[src/rtl/smf_pkg.sv]
// Shared types and constants for the sliding median filter.
package smf_pkg;

  // Sequencer states for one sample's rank pass.
  typedef enum logic [1:0] {
    ST_IDLE,
    ST_LOAD,
    ST_COUNT,
    ST_DONE
  } smf_state_e;

  // Control that every cell of the chain sees at once.
  typedef struct packed {
    logic load;   // copy own entry into the travel slot, clear the rank
    logic step;   // compare against the travel slot, then pass it on
  } smf_cell_ctrl_t;

  localparam int unsigned SizeWidth = 5;
  localparam logic [SizeWidth-1:0] SizeReset = 5'd16;

  // Register indexes, taken from byte address bit 2.
  localparam logic RegWindowSize = 1'b0;

endpackage

[src/rtl/smf_cell.sv]
// One window entry with its rank counter and a travel slot of the ring.
module smf_cell
  import smf_pkg::*;
#(
  parameter int unsigned SW    = 16,
  parameter int unsigned IW    = 4,
  parameter int unsigned INDEX = 0
) (
  input  logic                 clk_i,
  input  logic                 rst_ni,
  input  smf_cell_ctrl_t       ctrl_i,
  input  logic                 wr_i,
  input  logic signed [SW-1:0] sample_i,
  input  logic                 in_win_i,
  input  logic signed [SW-1:0] trav_val_i,
  input  logic [IW-1:0]        trav_idx_i,
  input  logic                 trav_win_i,
  output logic signed [SW-1:0] trav_val_o,
  output logic [IW-1:0]        trav_idx_o,
  output logic                 trav_win_o,
  output logic signed [SW-1:0] value_o,
  output logic [IW-1:0]        rank_o
);

  localparam logic [IW-1:0] OwnIdx = IW'(INDEX);

  logic signed [SW-1:0] value_q;
  logic signed [SW-1:0] tval_q;
  logic [IW-1:0]        tidx_q;
  logic                 twin_q;
  logic [IW-1:0]        rank_q, rank_d;
  logic                 below;

  // Ties are broken by index, so every window entry gets a distinct rank.
  assign below = twin_q && ((tval_q < value_q) || ((tval_q == value_q) && (tidx_q < OwnIdx)));

  always_comb begin
    rank_d = rank_q;
    if (ctrl_i.load) begin
      rank_d = '0;
    end else if (ctrl_i.step && below) begin
      rank_d = rank_q + 1'b1;
    end
  end

  always_ff @(posedge clk_i or negedge rst_ni) begin
    if (!rst_ni) begin
      value_q <= '0;
    end else if (wr_i) begin
      value_q <= sample_i;
    end
  end

  always_ff @(posedge clk_i) begin
    rank_q <= rank_d;
    if (ctrl_i.load) begin
      tval_q <= value_q;
      tidx_q <= OwnIdx;
      twin_q <= in_win_i;
    end else if (ctrl_i.step) begin
      tval_q <= trav_val_i;
      tidx_q <= trav_idx_i;
      twin_q <= trav_win_i;
    end
  end

  assign trav_val_o = tval_q;
  assign trav_idx_o = tidx_q;
  assign trav_win_o = twin_q;
  assign value_o    = value_q;
  assign rank_o     = rank_q;

endmodule

[src/rtl/sliding_median_filter_top.sv]
// Top level of the sliding median filter: sequencer, config register and cell ring.
//
//   channel | signals                                   | direction
//   --------+-------------------------------------------+----------
//   input   | in_valid_i, in_ready_o, sample_i          | in
//   output  | out_valid_o, out_ready_i, median_o        | out
//   config  | psel, penable, pwrite, paddr, pwdata,     | in/out
//           | prdata, pready                            |
//
// For each sample the sequencer writes the entry, loads the travel slots, runs
// WINDOW_DEPTH ring shifts in which every cell ranks itself against each passing
// entry, and then moves the median into the output register.
// The next sample transfer is taken while a median still waits in the output register.
// Reset clears the window to zeros, the write position to zero and the size to 16.
// A stalled output holds the sequencer in its last state until the slot frees.
module sliding_median_filter_top
  import smf_pkg::*;
#(
  parameter int unsigned WINDOW_DEPTH = 16,
  parameter int unsigned SAMPLE_WIDTH = 16
) (
  input  logic                           clk_i,
  input  logic                           rst_ni,
  input  logic                           in_valid_i,
  output logic                           in_ready_o,
  input  logic signed [SAMPLE_WIDTH-1:0] sample_i,
  output logic                           out_valid_o,
  input  logic                           out_ready_i,
  output logic signed [SAMPLE_WIDTH-1:0] median_o,
  input  logic                           psel,
  input  logic                           penable,
  input  logic                           pwrite,
  input  logic [2:0]                     paddr,
  input  logic [31:0]                    pwdata,
  output logic [31:0]                    prdata,
  output logic                           pready
);

  localparam int unsigned N  = WINDOW_DEPTH;
  localparam int unsigned SW = SAMPLE_WIDTH;
  localparam int unsigned IW = (N > 1) ? $clog2(N) : 1;
  localparam int unsigned EW = $clog2(N + 1);
  localparam logic [IW-1:0] LastStep = IW'(N - 1);

  // Configuration register.
  logic [SizeWidth-1:0] size_q;
  logic                 cfg_wr;

  assign pready = 1'b1;
  assign cfg_wr = psel && penable && pwrite && (paddr[2] == RegWindowSize);
  assign prdata = (paddr[2] == RegWindowSize) ? {{(32 - SizeWidth){1'b0}}, size_q} : 32'd0;

  always_ff @(posedge clk_i or negedge rst_ni) begin
    if (!rst_ni) begin
      size_q <= SizeReset;
    end else if (cfg_wr) begin
      size_q <= pwdata[SizeWidth-1:0];
    end
  end

  // Effective window size, clamped to 1..N.
  logic [31:0]   size32, eff32;
  logic [EW-1:0] eff;
  logic [IW-1:0] mid;

  assign size32 = {{(32 - SizeWidth){1'b0}}, size_q};
  always_comb begin
    if (size32 == 32'd0) begin
      eff32 = 32'd1;
    end else if (size32 > N) begin
      eff32 = N;
    end else begin
      eff32 = size32;
    end
  end
  assign eff = eff32[EW-1:0];
  assign mid = IW'(eff32 >> 1);

  // Sequencer.
  smf_state_e     state_q, state_d;
  smf_cell_ctrl_t ctrl;
  logic [IW-1:0]  cnt_q;
  logic           accept;
  logic           out_load;

  assign accept = in_valid_i && in_ready_o;

  always_comb begin
    state_d = state_q;
    unique case (state_q)
      ST_IDLE:  if (in_valid_i) state_d = ST_LOAD;
      ST_LOAD:  state_d = ST_COUNT;
      ST_COUNT: if (cnt_q == LastStep) state_d = ST_DONE;
      ST_DONE:  if (!out_valid_o || out_ready_i) state_d = ST_IDLE;
      default:  state_d = ST_IDLE;
    endcase
  end

  always_comb begin
    in_ready_o = 1'b0;
    ctrl.load  = 1'b0;
    ctrl.step  = 1'b0;
    out_load   = 1'b0;
    unique case (state_q)
      ST_IDLE:  in_ready_o = 1'b1;
      ST_LOAD:  ctrl.load = 1'b1;
      ST_COUNT: ctrl.step = 1'b1;
      ST_DONE:  out_load = !out_valid_o || out_ready_i;
      default:  in_ready_o = 1'b0;
    endcase
  end

  always_ff @(posedge clk_i or negedge rst_ni) begin
    if (!rst_ni) begin
      state_q <= ST_IDLE;
    end else begin
      state_q <= state_d;
    end
  end

  always_ff @(posedge clk_i) begin
    if (ctrl.load) begin
      cnt_q <= '0;
    end else if (ctrl.step) begin
      cnt_q <= cnt_q + 1'b1;
    end
  end

  // Write position: wraps to zero if the window shrank below it.
  logic [IW-1:0] wp_q, wp_d, wpos;
  logic [31:0]   wp32, next32;

  assign wp32   = 32'(wp_q);
  assign wpos   = (wp32 >= eff32) ? '0 : wp_q;
  assign next32 = 32'(wpos) + 32'd1;
  assign wp_d   = (next32 >= eff32) ? '0 : IW'(next32);

  always_ff @(posedge clk_i or negedge rst_ni) begin
    if (!rst_ni) begin
      wp_q <= '0;
    end else if (accept) begin
      wp_q <= wp_d;
    end
  end

  // Cell ring.
  logic signed [SW-1:0] cell_val  [N];
  logic [IW-1:0]        cell_rank [N];
  logic signed [SW-1:0] trav_val  [N];
  logic [IW-1:0]        trav_idx  [N];
  logic                 trav_win  [N];

  for (genvar k = 0; k < N; k++) begin : g_cell
    localparam int unsigned Prev = (k == 0) ? N - 1 : k - 1;
    localparam logic [EW-1:0] KIdx = EW'(k);
    smf_cell #(
      .SW    (SW),
      .IW    (IW),
      .INDEX (k)
    ) u_cell (
      .clk_i      (clk_i),
      .rst_ni     (rst_ni),
      .ctrl_i     (ctrl),
      .wr_i       (accept && (wpos == IW'(k))),
      .sample_i   (sample_i),
      .in_win_i   (KIdx < eff),
      .trav_val_i (trav_val[Prev]),
      .trav_idx_i (trav_idx[Prev]),
      .trav_win_i (trav_win[Prev]),
      .trav_val_o (trav_val[k]),
      .trav_idx_o (trav_idx[k]),
      .trav_win_o (trav_win[k]),
      .value_o    (cell_val[k]),
      .rank_o     (cell_rank[k])
    );
  end

  // Exactly one window entry holds the middle rank.
  logic [SW-1:0] med_sel;
  always_comb begin
    med_sel = '0;
    for (int k = 0; k < N; k++) begin
      if ((EW'(k) < eff) && (cell_rank[k] == mid)) begin
        med_sel = med_sel | cell_val[k];
      end
    end
  end

  // Output register.
  logic          out_valid_q;
  logic [SW-1:0] median_q;

  always_ff @(posedge clk_i or negedge rst_ni) begin
    if (!rst_ni) begin
      out_valid_q <= 1'b0;
    end else if (out_load) begin
      out_valid_q <= 1'b1;
    end else if (out_ready_i) begin
      out_valid_q <= 1'b0;
    end
  end

  always_ff @(posedge clk_i) begin
    if (out_load) begin
      median_q <= med_sel;
    end
  end

  assign out_valid_o = out_valid_q;
  assign median_o    = median_q;

endmodule
[config.mk]
export PLATFORM = sky130hd
export DESIGN_NAME = sliding_median_filter_top
export DESIGN_NICKNAME = d
export VERILOG_FILES = /design/src/rtl/smf_pkg.sv /design/src/rtl/smf_cell.sv /design/src/rtl/sliding_median_filter_top.sv
export SDC_FILE = /design/constraint.sdc
export NUM_CORES = 2
export LEC_CHECK = 0
export BUFFER_PORTS_ARGS = -buffer_cell sky130_fd_sc_hd__buf_2
export CAP_MARGIN = 20
export CORE_MARGIN = 3
export CORE_UTILIZATION = 43
export CTS_CLUSTER_DIAMETER = 150
export DETAILED_ROUTE_END_ITERATION = 6
export GPL_TIMING_DRIVEN = 0
export SKIP_LAST_GASP = 1
export SYNTH_ARGS = -nofsm -noshare
export SYNTH_HDL_FRONTEND = slang
export SYNTH_SLANG_ARGS = --single-unit
export TNS_END_PERCENT = 10
[constraint.sdc]
create_clock -name clk_i -period 9.1 [get_ports clk_i]
set_input_delay 2.73 -clock clk_i [delete_from_list [all_inputs] [get_ports clk_i]]
set_output_delay 2.73 -clock clk_i [all_outputs]
set_load 0.005 [all_outputs]
==> results by stage <==
Floorplan:
- The area of the die is between 80000 and 90000 sq um.
- The height of the chip is about 300 um.
- In this run the count of I/O pins placed on the die edge is 109.
- The region available for standard cell placement spans 84200 sq um.
- The floorplan row count is 106.
- The width of the die is 299 um.
- The effective utilization at floorplan is 43.7%.

Timing:
- The count of pins over their slew limit came to 0.
- At the pin with the least slew margin, the transition time is around 1200 ps.
- The post-route fraction of the period consumed by the critical path is ~64%.
- Setup slack closes at 3250 ps.
- Setup repair after global routing left no endpoint under its margin.
- The final hold violation count is 0.
- The worst clock skew is 26.1 ps.
- The count of endpoints failing setup in the final report is 0.
- Headroom to the max-slew limit came out at between 10% and 20%.
- For this run, the top clock speed supported by timing is 0.171 GHz.
- The post-layout minimum cycle time is 5850 ps.

Synthesis:
- The mapped netlist covers 36800 sq um.
- The mean cell area of the mapped netlist is 11.8 sq um.
- The biggest area contributor in the post-synthesis netlist is edfxtp_1.
- The Yosys step of the flow raised 0 warnings.
- By area the synthesized netlist is led by edfxtp_1 23%, dfrtp_1 18%, mux2_2 16%.
- The fraction of synthesis flops using an asynchronous set or reset pin is about two fifths.
- The number of enable flip-flop cells after synthesis is between 200 and 300.
- In the synthesized netlist, the number of instances is between 3000 and 4000.
- The portion of synthesized cell area occupied by the leading cell type is 23.5%.
- After synthesis, the netlist uses 80 different library cells.
- The sequential area share after synthesis is 48.9%.
- The count of state elements after synthesis is about 690.
- The most frequently used flop master after synthesis is edfxtp_1.

Outcome:
- The checks that failed: DRC.
- The flow ran to the end, but the final reports show violations.

Placed design:
- After detailed placement, the design holds a cell count of 4336.
- Prior to clock tree synthesis, the placed netlist has a worst setup slack of 3280 ps.
- The HPWL after detailed placement is 88500 um.
- The number of port buffers is 50.
- The congestion estimate from routability-driven global placement came to 0.945.

CTS:
- The number of setup buffers added after CTS is 0.
- After clock tree synthesis, the clock-pin slew on the worst setup and hold paths is 60 ps.
- The clock reaches the later pin of the worst-skew pair after 630 ps.
- The count of hold-fix buffers inserted at cts is 0.
- The cell sitting at the root of the clock tree is a clkbuf_16.
- Counting the buffers created by CTS gives 78.
- The post-cts repair resize count is 0.
- The buffer depth of the longest clock path is 3.
- TritonCTS built the clock tree.
- Clock tree synthesis found a total of 688 sinks.
- The H-tree level count is 3.

Detailed routing:
- The first detailed-routing pass ran for 7 iterations.
- The met1 routed wirelength after detailed routing is around 50000 um.
- In the detailed route, the total length drawn on met2 is 52800 um.
- In this run the top signal layer used is met4.
- Summing over every cut layer, the via total after detailed routing is approximately 26000.
- The final routed wire length divided by cell count is 25.5 um.
- The met3 wire length is 7580 um.
- Summed over all layers, the routed wires come to 114000 um.
- For this run, design rule violations remaining after detail routing come to 1.
- The detailed router finished its first iteration with 2341 violations.
- The vias per cell is around 5.8.
- The remaining number of nets flagged by the antenna check after routing is 0.

Worst setup path:
- The signal arrival time at the worst endpoint is 6400 ps.
- For this run, the slowest stage of the critical path takes 530 ps.
- The critical path class is register to register.
- For the worst setup path, the data required time is 9650 ps.
- STA classifies the critical path endpoint as a register.
- The slowest stage of the critical path is the clkbuf_1 cell.
- In this run the worst path has a maximum fanout of 10.
- The critical path goes through buf_2, buf_4, clkbuf_1, nor3_1, nor2_1, nor2_1, ha_1, nand2b_1, a21o_1, a21o_1, a21o_1, and2_1, clkbuf_1, nand2b_1, inv_1, ha_1, clkbuf_1, xor2_1, ha_1, nor2b_1, o21ai_0, nand2b_1, a211oi_1, a22o_1.
- STA classifies the critical path startpoint as a register.

Finish:
- In the final layout, the multi-input gates occupy 17100 sq um.
- The fraction of final layout cells with drive strength greater than 1 is 23.4%.
- After filler insertion, the fill cell instance count of the layout stands at around 7600.
- After the flow finishes, the layout carries non-filler instances totaling 4480.
- From synthesis to final layout, the design area changed by 12.6%.
- After the last flow step, the layout net total stands at between 3000 and 4000.
- The sequential cell area is 18000 sq um.

Global route:
- The global-route wire length before repair is 168000 um.
- The number of antenna violations at the first check in global routing came to 4.
- After global routing the overflow that remains totals 0.
- The number of global-route vias before repair came to approximately 25000.
- Entering global routing, the biggest net connects between 100 and 150 pins.
- The global-route usage over all layers is approximately a quarter.

Job:
- Across the run, the number of max-cap violations was 0.

Power:
- Dividing total power by cell area gives a power density of around 370 nW/um^2.
- The worst IR drop on VDD is 0.218 mV.
- In this run the static leakage power is 17.2 nW.

Min path:
- The type of the worst min-delay path is register to register.
## routing by layer
metal	vias to the layer above	global-route usage, %
met5	-	0
met4	0	8.12
met3	173	3.48
met2	864	40.7
met1	13100	35.5
li1	11800	-
## where the power goes
| group | internal, mW | switching [mW] | leakage [nW] |
|---|---|---|---|
| registers | 4.87 | 1.00 | 7.59 |
| logic | 2.50 | 3.60 | 8.32 |
| clock network | 1.92 | 1.31 | 1.27 |
## final cells by class
cell class                 count  area share [%]
tap                         1134            3.42
multi-input combinational   1994            41.2
antenna                        1         0.00604
clock buffer                 115            5.44
inverter                     290            2.63
buffer                       164            1.85
sequential                   688            43.4
clock inverter                28           0.800
timing repair buffer          66            1.21
## worst paths after layout
kind	from	end	slack [ps]	cells past startpoint
max in group asynchronous	rst_ni	g_cell[5].u_cell.value_o[3]	5920	2
hold reg to reg	g_cell[2].u_cell.trav_idx_o[0]	g_cell[3].u_cell.trav_idx_o[0]	470	1
hold / removal	g_cell[2].u_cell.trav_idx_o[0]	g_cell[3].u_cell.trav_idx_o[0]	470	1
setup / recovery	size_q[2]	wp_q[2]	3250	24
min in group asynchronous	rst_ni	g_cell[9].u_cell.value_o[9]	2110	1
setup reg to reg	size_q[2]	wp_q[2]	3250	24
## Yosys cell counts (23+ instances only)
cell type / n
nor3_1: 23
edfxtp_1: 288
o21ai_0: 55
nand4_1: 69
mux2i_1: 51
nor2b_1: 72
buf_4: 35
nand2_1: 95
a221oi_1: 31
a211o_1: 37
clkbuf_1: 109
o211ai_1: 26
xnor2_1: 31
inv_1: 289
a22o_1: 35
mux2_2: 517
ha_1: 289
dfrtp_1: 267
nand3_1: 48
dfxtp_1: 132
a21oi_1: 145
nor2_1: 144
a222oi_1: 34
## critical path, delay by kind of cell (launching register included)
family / cells / cell delay [ps]
buffers and inverters: 6 / 1780
adders and majority gates: 3 / 720
xor gates and xnor gates: 1 / 260
DFF: 1 / 500
AOI/OAI and AO/OA: 6 / 1440
and+or+nand+nor: 8 / 1080
## through the flow
stage,utilization [%],TNS (ps),cell area [sq um],power (mW),hold WS [ps]
4_1_cts,49.2,0,41400,15.2,471
2_1_floorplan,-,0,36900,9.55,435
5_1_grt,49.2,0,41400,16.1,488
3_5_place_dp,46.1,0,38900,12.0,457
6_report,49.2,0,41400,15.2,472
3_3_place_gp,45.8,-484140,38600,11.4,451
## registers in the layout, summed over array words and instances (netlist names)
register and cells:
wp_q 4, g_cell.u_cell.rank_o 64, median_o 16, g_cell.u_cell.trav_val_o 256, cnt_q 4, g_cell.u_cell.value_o 256, g_cell.u_cell.trav_win_o 16, size_q 5
out_valid_o 1, g_cell.u_cell.trav_idx_o 64, state_q 2
## cell families (layout without fill, tap and decap cells)
logic type / Yosys count / count (layout) / share of synthesized area (%)
flops: 688 / 688 / 48.9
mux: 568 / 568 / 17.2
simple gates: 543 / 543 / 7.63
compound gates: 524 / 524 / 10.4
buf+inv: 454 / 663 / 5.04
fa+ha+maj: 289 / 289 / 9.82
xor+xnor: 42 / 42 / 0.999
other cells: 2 / 29 / 0.0204
## layout by cell type, fill, tap and decap left out, types with 10 or more instances in the layout
master | netlist | layout
conb_1 | 2 | 28
a21oi_1 | 145 | 145
nand3_1 | 48 | 48
o21ai_0 | 55 | 55
xor2_1 | 11 | 11
a221oi_1 | 31 | 30
o211ai_1 | 26 | 26
nor3_1 | 23 | 22
clkbuf_8 | 0 | 12
a211o_1 | 37 | 37
buf_2 | 15 | 66
nor2b_1 | 72 | 72
ha_1 | 289 | 288
a22o_1 | 35 | 35
clkbuf_16 | 0 | 80
buf_4 | 35 | 42
inv_1 | 289 | 289
xnor2_1 | 31 | 31
a222oi_1 | 34 | 34
mux2i_1 | 51 | 51
nor2_1 | 144 | 144
a21o_1 | 20 | 20
mux2_2 | 517 | 517
edfxtp_1 | 288 | 288
dfrtp_1 | 267 | 267
a2111oi_0 | 10 | 10
nand2_1 | 95 | 95
o21a_1 | 13 | 13
nand4_1 | 69 | 69
a22oi_1 | 10 | 10
nand2b_1 | 18 | 18
clkbuf_1 | 109 | 132
nand3b_1 | 12 | 12
dfxtp_1 | 132 | 132
a31oi_1 | 21 | 21
Note: power is estimated with default switching activity, not from simulation.
